## src/rtl/asd_pkg.sv

```systemverilog
`default_nettype none

package asd_pkg;

   localparam int PAT_MAX_DEFAULT = 32;

   localparam int OP_W   = 2;
   localparam int SYM_W  = 8;
   localparam int DIST_W = 6;

   localparam logic [OP_W-1:0] OP_NEW_PATTERN = 2'd0;
   localparam logic [OP_W-1:0] OP_APPEND      = 2'd1;
   localparam logic [OP_W-1:0] OP_TEXT        = 2'd2;
   localparam logic [OP_W-1:0] OP_FINISH      = 2'd3;

   localparam logic [DIST_W-1:0] DIST_MAX = 6'd63;

   // control carried between neighboring cells
   typedef struct packed {
      logic             valid;
      logic             has_last;
      logic [SYM_W-1:0] sym;
   } link_ctl_type;

endpackage

`default_nettype wire

```

## src/rtl/asd_req_if.sv

```systemverilog
`default_nettype none

interface asd_req_if
   import asd_pkg::*;
   ();
   logic             valid;
   logic             ready;
   logic [OP_W-1:0]  opcode;
   logic [SYM_W-1:0] symbol;

   modport source (output valid, output opcode, output symbol, input ready);
   modport sink   (input valid, input opcode, input symbol, output ready);
endinterface

`default_nettype wire

```

## src/rtl/asd_rsp_if.sv

```systemverilog
`default_nettype none

interface asd_rsp_if
   import asd_pkg::*;
   ();
   logic              valid;
   logic              ready;
   logic [DIST_W-1:0] distance;
   logic              pattern_overflow;

   modport source (output valid, output distance, output pattern_overflow, input ready);
   modport sink   (input valid, input distance, input pattern_overflow, output ready);
endinterface

`default_nettype wire

```

## src/rtl/asd_cell.sv

```systemverilog
`default_nettype none

module asd_cell
   import asd_pkg::*;
#(
   parameter int ROW = 0,
   parameter int VW  = 6
) (
   input  wire logic         clock,
   input  wire logic         reset,
   input  wire logic         clear,
   input  wire logic         active,
   input  wire logic         is_last,
   input  wire logic         wr_en,
   input  wire logic [SYM_W-1:0] wr_sym,
   input  wire link_ctl_type ctl_in,
   input  wire logic [VW-1:0] above_in,
   input  wire logic [VW-1:0] diag_in,
   input  wire logic [VW-1:0] last_in,
   output link_ctl_type      ctl_out,
   output logic [VW-1:0]     above_out,
   output logic [VW-1:0]     diag_out,
   output logic [VW-1:0]     last_out
);

   localparam logic [VW-1:0] ROW_INIT = VW'(ROW + 1);

   logic [SYM_W-1:0] pat_ff;
   logic [VW-1:0]    col_ff, col_in;
   link_ctl_type     fwd_ff, fwd_in;
   logic [VW-1:0]    above_ff, diag_ff, tail_ff, tail_in;

   logic [VW:0] sub_c, ins_c, mat_c, m_ab, m_all;
   logic [VW-1:0] v;

   always_comb begin
      sub_c = {1'b0, col_ff} + (VW+1)'(1);
      ins_c = {1'b0, above_in} + (VW+1)'(1);
      mat_c = {1'b0, diag_in} + (VW+1)'(pat_ff != ctl_in.sym);
      m_ab  = (sub_c < ins_c) ? sub_c : ins_c;
      m_all = (m_ab < mat_c) ? m_ab : mat_c;
      v     = m_all[VW-1:0];
   end

   always_comb begin
      col_in = col_ff;
      if (clear) begin
         col_in = ROW_INIT;
      end else if (ctl_in.valid && active) begin
         col_in = v;
      end
      fwd_in          = ctl_in;
      fwd_in.has_last = ctl_in.has_last | (is_last & active);
      tail_in         = (is_last && active) ? v : last_in;
   end

   always_ff @(posedge clock) begin
      if (reset) begin
         col_ff <= ROW_INIT;
         fwd_ff <= '0;
      end else begin
         col_ff <= col_in;
         fwd_ff <= fwd_in;
      end
   end

   always_ff @(posedge clock) begin
      if (wr_en) begin
         pat_ff <= wr_sym;
      end
      above_ff <= v;
      diag_ff  <= col_ff;
      tail_ff  <= tail_in;
   end

   assign ctl_out   = fwd_ff;
   assign above_out = above_ff;
   assign diag_out  = diag_ff;
   assign last_out  = tail_ff;

endmodule

`default_nettype wire

```

## src/rtl/approximate_substring_distance.sv

```systemverilog
`default_nettype none
// Latency: a finish result is registered and valid the cycle after the finish item is accepted.
// Throughput: text items are taken one per cycle; each sweeps the row of PAT_MAX cells, one
// cell per cycle. New-pattern, append and finish items stall after the last text item is
// accepted, until it leaves the row; they also wait for a free result slot.
// Reset (synchronous, active high): pattern length, best distance and flags clear and the
// column reloads its initial values at once; pattern bytes keep whatever they hold until appended.

module approximate_substring_distance
   import asd_pkg::*;
#(
   parameter int PAT_MAX = PAT_MAX_DEFAULT
) (
   input  wire logic clock,
   input  wire logic reset,
   asd_req_if.sink   req_chan,
   asd_rsp_if.source rsp_chan
);

   // pattern length and DP values both range over 0..PAT_MAX
   localparam int LW = $clog2(PAT_MAX + 1);
   localparam int VW = LW;
   localparam int EW = (VW > DIST_W) ? VW : DIST_W;

   // state
   logic [LW-1:0]     len_ff, len_in;
   logic              ovf_ff, ovf_in;
   logic              seen_ff, seen_in;
   logic [VW-1:0]     best_ff, best_in;
   logic [LW-1:0]     drain_ff, drain_in;
   logic              rsp_valid_ff, rsp_valid_in;
   logic [DIST_W-1:0] dist_ff;
   logic              rsp_ovf_ff;

   // item decode
   logic is_text, accept, clear_col, append_ok, finish;
   logic [EW-1:0]     best_ext;
   logic [DIST_W-1:0] dist_sat, dist_res;

   // the cell row
   link_ctl_type  link  [PAT_MAX:0];
   logic [VW-1:0] above [PAT_MAX:0];
   logic [VW-1:0] diag  [PAT_MAX:0];
   logic [VW-1:0] last  [PAT_MAX:0];

   // text streams freely; everything else waits for an empty row and a free result slot
   assign is_text = (req_chan.opcode == OP_TEXT);
   assign req_chan.ready = is_text ||
                           ((drain_ff == '0) && (!rsp_valid_ff || rsp_chan.ready));
   assign accept    = req_chan.valid && req_chan.ready;
   assign finish    = accept && (req_chan.opcode == OP_FINISH);
   assign clear_col = accept && ((req_chan.opcode == OP_NEW_PATTERN) ||
                                 (req_chan.opcode == OP_FINISH));
   assign append_ok = accept && (req_chan.opcode == OP_APPEND) &&
                      (len_ff != LW'(PAT_MAX));

   // feed the head of the row: row 0 of the DP column is always zero
   always_comb begin
      link[0].valid    = accept && is_text;
      link[0].has_last = 1'b0;
      link[0].sym      = req_chan.symbol;
      above[0]         = '0;
      diag[0]          = '0;
      last[0]          = '0;
   end

   // one cell per pattern row; each cell registers the wavefront before passing it on
   for (genvar k = 0; k < PAT_MAX; k++) begin : g_cell
      asd_cell #(
         .ROW (k),
         .VW  (VW)
      ) u_cell (
         .clock     (clock),
         .reset     (reset),
         .clear     (clear_col),
         .active    (len_ff > LW'(k)),
         .is_last   (len_ff == LW'(k + 1)),
         .wr_en     (append_ok && (len_ff == LW'(k))),
         .wr_sym    (req_chan.symbol),
         .ctl_in    (link[k]),
         .above_in  (above[k]),
         .diag_in   (diag[k]),
         .last_in   (last[k]),
         .ctl_out   (link[k+1]),
         .above_out (above[k+1]),
         .diag_out  (diag[k+1]),
         .last_out  (last[k+1])
      );
   end

   // saturate the running minimum into the result field, or give zero with an empty pattern or no text
   always_comb begin
      best_ext = EW'(best_ff);
      dist_sat = (best_ext > EW'(DIST_MAX)) ? DIST_MAX : best_ext[DIST_W-1:0];
      dist_res = ((len_ff == '0) || !seen_ff) ? '0 : dist_sat;
   end

   always_comb begin
      len_in       = len_ff;
      ovf_in       = ovf_ff;
      seen_in      = seen_ff;
      best_in      = best_ff;
      drain_in     = drain_ff;
      rsp_valid_in = rsp_valid_ff;

      // hold off control items until the last text item leaves the row
      if (accept && is_text) begin
         drain_in = LW'(PAT_MAX);
      end else if (drain_ff != '0) begin
         drain_in = drain_ff - LW'(1);
      end

      // every text item marks the text as seen, even with an empty pattern;
      // track the minimum of the last row as its values arrive at the tail
      if (link[PAT_MAX].valid) begin
         seen_in = 1'b1;
         if (link[PAT_MAX].has_last && (!seen_ff || (last[PAT_MAX] < best_ff))) begin
            best_in = last[PAT_MAX];
         end
      end

      if (accept && (req_chan.opcode == OP_NEW_PATTERN)) begin
         len_in = '0;
         ovf_in = 1'b0;
      end
      if (accept && (req_chan.opcode == OP_APPEND)) begin
         if (append_ok) begin
            len_in = len_ff + LW'(1);
         end else begin
            ovf_in = 1'b1;
         end
      end
      if (clear_col) begin
         seen_in = 1'b0;
         best_in = '0;
      end

      // result slot: drop on take, load on finish
      if (rsp_chan.valid && rsp_chan.ready) begin
         rsp_valid_in = 1'b0;
      end
      if (finish) begin
         rsp_valid_in = 1'b1;
      end
   end

   always_ff @(posedge clock) begin
      if (reset) begin
         len_ff       <= '0;
         ovf_ff       <= 1'b0;
         seen_ff      <= 1'b0;
         best_ff      <= '0;
         drain_ff     <= '0;
         rsp_valid_ff <= 1'b0;
      end else begin
         len_ff       <= len_in;
         ovf_ff       <= ovf_in;
         seen_ff      <= seen_in;
         best_ff      <= best_in;
         drain_ff     <= drain_in;
         rsp_valid_ff <= rsp_valid_in;
      end
   end

   always_ff @(posedge clock) begin
      if (finish) begin
         dist_ff    <= dist_res;
         rsp_ovf_ff <= ovf_ff;
      end
   end

   assign rsp_chan.valid            = rsp_valid_ff;
   assign rsp_chan.distance         = dist_ff;
   assign rsp_chan.pattern_overflow = rsp_ovf_ff;

endmodule

`default_nettype wire
```

## src/flat_wrapper.sv

```systemverilog
// flat-port wrapper written by rule: the top's interface ports become plain ports
module approximate_substring_distance_flat import asd_pkg::*;
#(
   parameter int PAT_MAX = PAT_MAX_DEFAULT
)
  (clock, reset, req_chan_valid, req_chan_opcode, req_chan_symbol, req_chan_ready, rsp_chan_valid, rsp_chan_distance, rsp_chan_pattern_overflow, rsp_chan_ready);
  asd_req_if req_chan_i ();
  asd_rsp_if rsp_chan_i ();
  input  wire logic clock;
  input  wire logic reset;
  input wire logic [$bits(req_chan_i.valid)-1:0] req_chan_valid;
  input wire logic [$bits(req_chan_i.opcode)-1:0] req_chan_opcode;
  input wire logic [$bits(req_chan_i.symbol)-1:0] req_chan_symbol;
  output wire logic [$bits(req_chan_i.ready)-1:0] req_chan_ready;
  output wire logic [$bits(rsp_chan_i.valid)-1:0] rsp_chan_valid;
  output wire logic [$bits(rsp_chan_i.distance)-1:0] rsp_chan_distance;
  output wire logic [$bits(rsp_chan_i.pattern_overflow)-1:0] rsp_chan_pattern_overflow;
  input wire logic [$bits(rsp_chan_i.ready)-1:0] rsp_chan_ready;
  assign req_chan_i.valid = req_chan_valid;
  assign req_chan_i.opcode = req_chan_opcode;
  assign req_chan_i.symbol = req_chan_symbol;
  assign req_chan_ready = req_chan_i.ready;
  assign rsp_chan_valid = rsp_chan_i.valid;
  assign rsp_chan_distance = rsp_chan_i.distance;
  assign rsp_chan_pattern_overflow = rsp_chan_i.pattern_overflow;
  assign rsp_chan_i.ready = rsp_chan_ready;
  approximate_substring_distance #(.PAT_MAX(PAT_MAX)) u_core (.clock(clock), .reset(reset), .req_chan(req_chan_i), .rsp_chan(rsp_chan_i));
endmodule
```

## config.mk

```make
export PLATFORM = sky130hd
export DESIGN_NAME = approximate_substring_distance_flat
export DESIGN_NICKNAME = d
export VERILOG_FILES = /design/src/rtl/asd_pkg.sv /design/src/rtl/asd_req_if.sv /design/src/rtl/asd_rsp_if.sv /design/src/rtl/asd_cell.sv /design/src/rtl/approximate_substring_distance.sv /design/src/flat_wrapper.sv
export SDC_FILE = /design/constraint.sdc
export NUM_CORES = 2
export LEC_CHECK = 0
export BUFFER_PORTS_ARGS = -buffer_cell sky130_fd_sc_hd__buf_4
export CAP_MARGIN = 40
export CORE_MARGIN = 2
export CORE_UTILIZATION = 48
export CTS_CLUSTER_DIAMETER = 200
export DETAILED_ROUTE_END_ITERATION = 16
export PLACE_DENSITY = 0.75
export SYNTH_ARGS = -nofsm -noshare
export SYNTH_HDL_FRONTEND = slang
export SYNTH_SLANG_ARGS = --single-unit
```

## constraint.sdc

```tcl
create_clock -name clock -period 6.84 [get_ports clock]
set_clock_uncertainty 0.2 [all_clocks]
set_input_delay 0.684 -clock clock [delete_from_list [all_inputs] [get_ports clock]]
set_output_delay 0.684 -clock clock [all_outputs]
set_load 0.01 [all_outputs]
```

==> out/metrics.cfg <==
[die]
io_pins = 23
start_util_pct = 48.22
rows = 133
die_w_um = 366.7
core_area_mm2 = 0.1310
die_area_mm2 = 0.1345
die-height_um = 366.7

[timing]
tightest_slew_ns = 0.9785
slew_headroom_pct = 34.77
rsz0062_at_grt = false
setup_viol = 0
min_period_over_period_pct = 72.30
min_period_ns = 4.945
slew_viol_final = 0
hold_viol = 0
max_freq_mhz = 202.2
tns_ns = 0

[place]
dp_hpwl_mm = 103.6
gp_congestion = 0.8832
port_buffers = 22

[setup_path]
cp_max_fo = 8
critPathArrivalTime_ns = 5.35
worstRegToRegCells = 19
worstPathRequired_ns = 7.25
critical_path_class = reg2reg
r2r-end = u_core.g_cell[5].u_cell.last_out[3]
endpoint_kind = register
cp-start-kind = register
rr_startpoint = u_core.g_cell[5].u_cell.col_ff[0]
rrSetupSlack_ns = 1.89

[clock_network]
path_clk_slew_ns = 0.06
clk_latency_ns = 0.76
cts_buffer_depth = 3
cts.repair.resized = 0
cts_max_level = 4
cts_tree = done
root_buffer = clkbuf_16
clock_sinks = 1352
holdBufCountCts = 1
cts_buffers = 137
cts_setup_buffers = 0

[synth]
yosysMostFrequentCell = dfxtp_1
yosys.area.top_type = dfxtp_1
ys_types = 92
syn_inst = 6147
synth_seq_cells = 1352
syn_area_mm2 = 0.06315
synth_flop_cell = dfxtp_1
synth_seq_area_share_pct = 47.03
async_flop_share_pct = 0
yosys-top-cells-count = 1,089 x dfxtp_1, 509 x xor2_1, 479 x ha_1
yosys_warnings = 0
avgSynthCellArea_um2 = 10.27
synth.area.top_cells = dfxtp_1 35%, edfxtp_1 13%, ha_1 9.5%
yosysTopAreaCellShare_pct = 34.52
synth_edf_count = 263

[cells_and_area]
drive_gt1_share_pct = 8.509
nets = 6735
area_delta_synth_final_pct = 10.93
fillCellCount = 11085
final_core_util_pct = 53.49

[grt]
antenna_found_initial = 1
globalRouteOverflowTotal = 0
grt_pass1_vias = 44263
grt_max_degree = 137
grt_usage_pct = 20.90
grt_pass1_wl_mm = 230.1

[routing]
drtIter0Drc = 3266
ant_nets = 0
dr_total_vias = 44517
wire_per_inst_um = 17.61
drc = 0
routed_wl_mm = 142.9
via_per_inst = 5.486
first_pass_iters = 5

[hold_path]
min_from = u_core.g_cell[0].u_cell.col_ff[4]
hold_path_end = u_core.g_cell[0].u_cell.diag_out[4]
min_path_type = reg2reg
min_path_cells = 0

[pwr]
ir_worst_vdd_mv = 0.5175
p_leak_nw = 30.16
p_total_mw = 27.58
p_per_area_mw_per_mm2 = 393.6

[run_status]
outcome = finished, final reports clean

[run]
max_cap_violations = 0

placed cells by master (no fill, tap or decap), types with 40 or more instances in the layout:
cell type,n
nand4_1,53
nor4_1,64
nand3_1,394
a21oi_1,291
o21ai_0,285
mux2i_1,168
and3_1,159
xor2_1,509
clkbuf_1,47
o211ai_1,40
nor2b_1,302
mux2_2,223
clkbuf_16,141
nor2_1,297
ha_1,479
edfxtp_1,263
xnor2_1,124
a21o_1,114
o21a_1,100
nand2_1,362
dfxtp_1,1089
inv_1,365
area by class of cell:
type	instances	area, um2	share of cell area [%]
repair buffers	39	376.6	0.5376
well taps	1755	2196	3.134
diodes	1	2.502	0.003572
flip-flops and latches	1352	29700	42.39
inverters	368	1381	1.972
multi-input cells	4344	31750	45.32
clock inverters	48	686.9	0.9805
clock buffers	207	3966	5.662
metrics by stage:
stage / std cells / hold slack, ns / instance area (um2) / worst slack (ns)
after floorplan: 6156 / 0.1440 / 63190 / 2.469
after global placement: 7851 / 0.1565 / 65300 / 2.064
after detailed placement: 7857 / 0.1582 / 65390 / 2.029
after CTS: 8113 / 0.1648 / 70050 / 1.993
after global routing: 8113 / 0.1738 / 70050 / 1.548
final: 8114 / 0.1667 / 70060 / 1.895
registers in the layout, indices dropped and copies added, names as in the netlist, 186 cells and up:
register                        count
u_core.g_cell.u_cell.ctl_out      312
u_core.g_cell.u_cell.above_out    186
u_core.g_cell.u_cell.col_ff       192
u_core.g_cell.u_cell.diag_out     186
u_core.g_cell.u_cell.last_out     192
u_core.g_cell.u_cell.pat_ff       256
worst max path at each step:
| stage | slack, ns | end | cells past startpoint | from |
|---|---|---|---|---|
| after floorplan | 2.47 | u_core.g_cell[11].u_cell.last_out[1] | 17 | u_core.g_cell[11].u_cell.col_ff[0] |
| after global placement | 2.06 | u_core.g_cell[8].u_cell.last_out[1] | 17 | u_core.g_cell[8].u_cell.col_ff[0] |
| after detailed placement | 2.03 | u_core.g_cell[28].u_cell.last_out[3] | 17 | u_core.g_cell[28].u_cell.col_ff[0] |
| after CTS | 1.99 | u_core.g_cell[14].u_cell.last_out[5] | 16 | u_core.g_cell[14].u_cell.col_ff[0] |
| after global routing | 1.55 | u_core.g_cell[1].u_cell.last_out[1] | 17 | u_core.g_cell[1].u_cell.col_ff[0] |
| final | 1.89 | u_core.g_cell[5].u_cell.last_out[3] | 19 | u_core.g_cell[5].u_cell.col_ff[0] |
logic make-up after synthesis:
family | Yosys count | synth area share, %
compound gates | 1087 | 11.22
xor+xnor | 633 | 8.779
fa+ha+maj | 483 | 9.557
buf+inv | 460 | 2.786
flops | 1352 | 47.03
mux | 402 | 6.889
other cells | 1 | 0.005938
simple gates | 1729 | 13.74
where the power goes:
| part | switching, mW | internal [mW] | total (mW) |
|---|---|---|---|
| logic | 6.49 | 4.52 | 11.0 |
| clock network | 3.14 | 4.47 | 7.61 |
| registers | 0.356 | 8.60 | 8.96 |
| total | 9.98 | 17.6 | 27.6 |
per-layer routing:
metal / vias up / global-route usage [%] / routed length, um
met5: - / 0 / 13
met4: 2 / 6.513 / 3503
met3: 239 / 2.909 / 6850
met2: 1027 / 35.81 / 68540
met1: 21387 / 27.22 / 63970
li1: 21862 / - / -
critical path: stages (launching register included):
cell	delay, ns
dfxtp_1	0.47
ha_1	0.26
xnor2_1	0.15
inv_1	0.07
ha_1	0.31
a21oi_1	0.14
o21ai_0	0.10
a221oi_1	0.39
o21ai_1	0.29
nor2_1	0.18
a21oi_1	0.07
ha_1	0.23
a21o_1	0.17
a21o_1	0.16
a21oi_1	0.32
nand4_1	0.16
o211ai_2	0.37
nor2_1	0.10
a21oi_1	0.44
o21ai_0	0.21
Note: power is estimated with default switching activity, not from simulation.
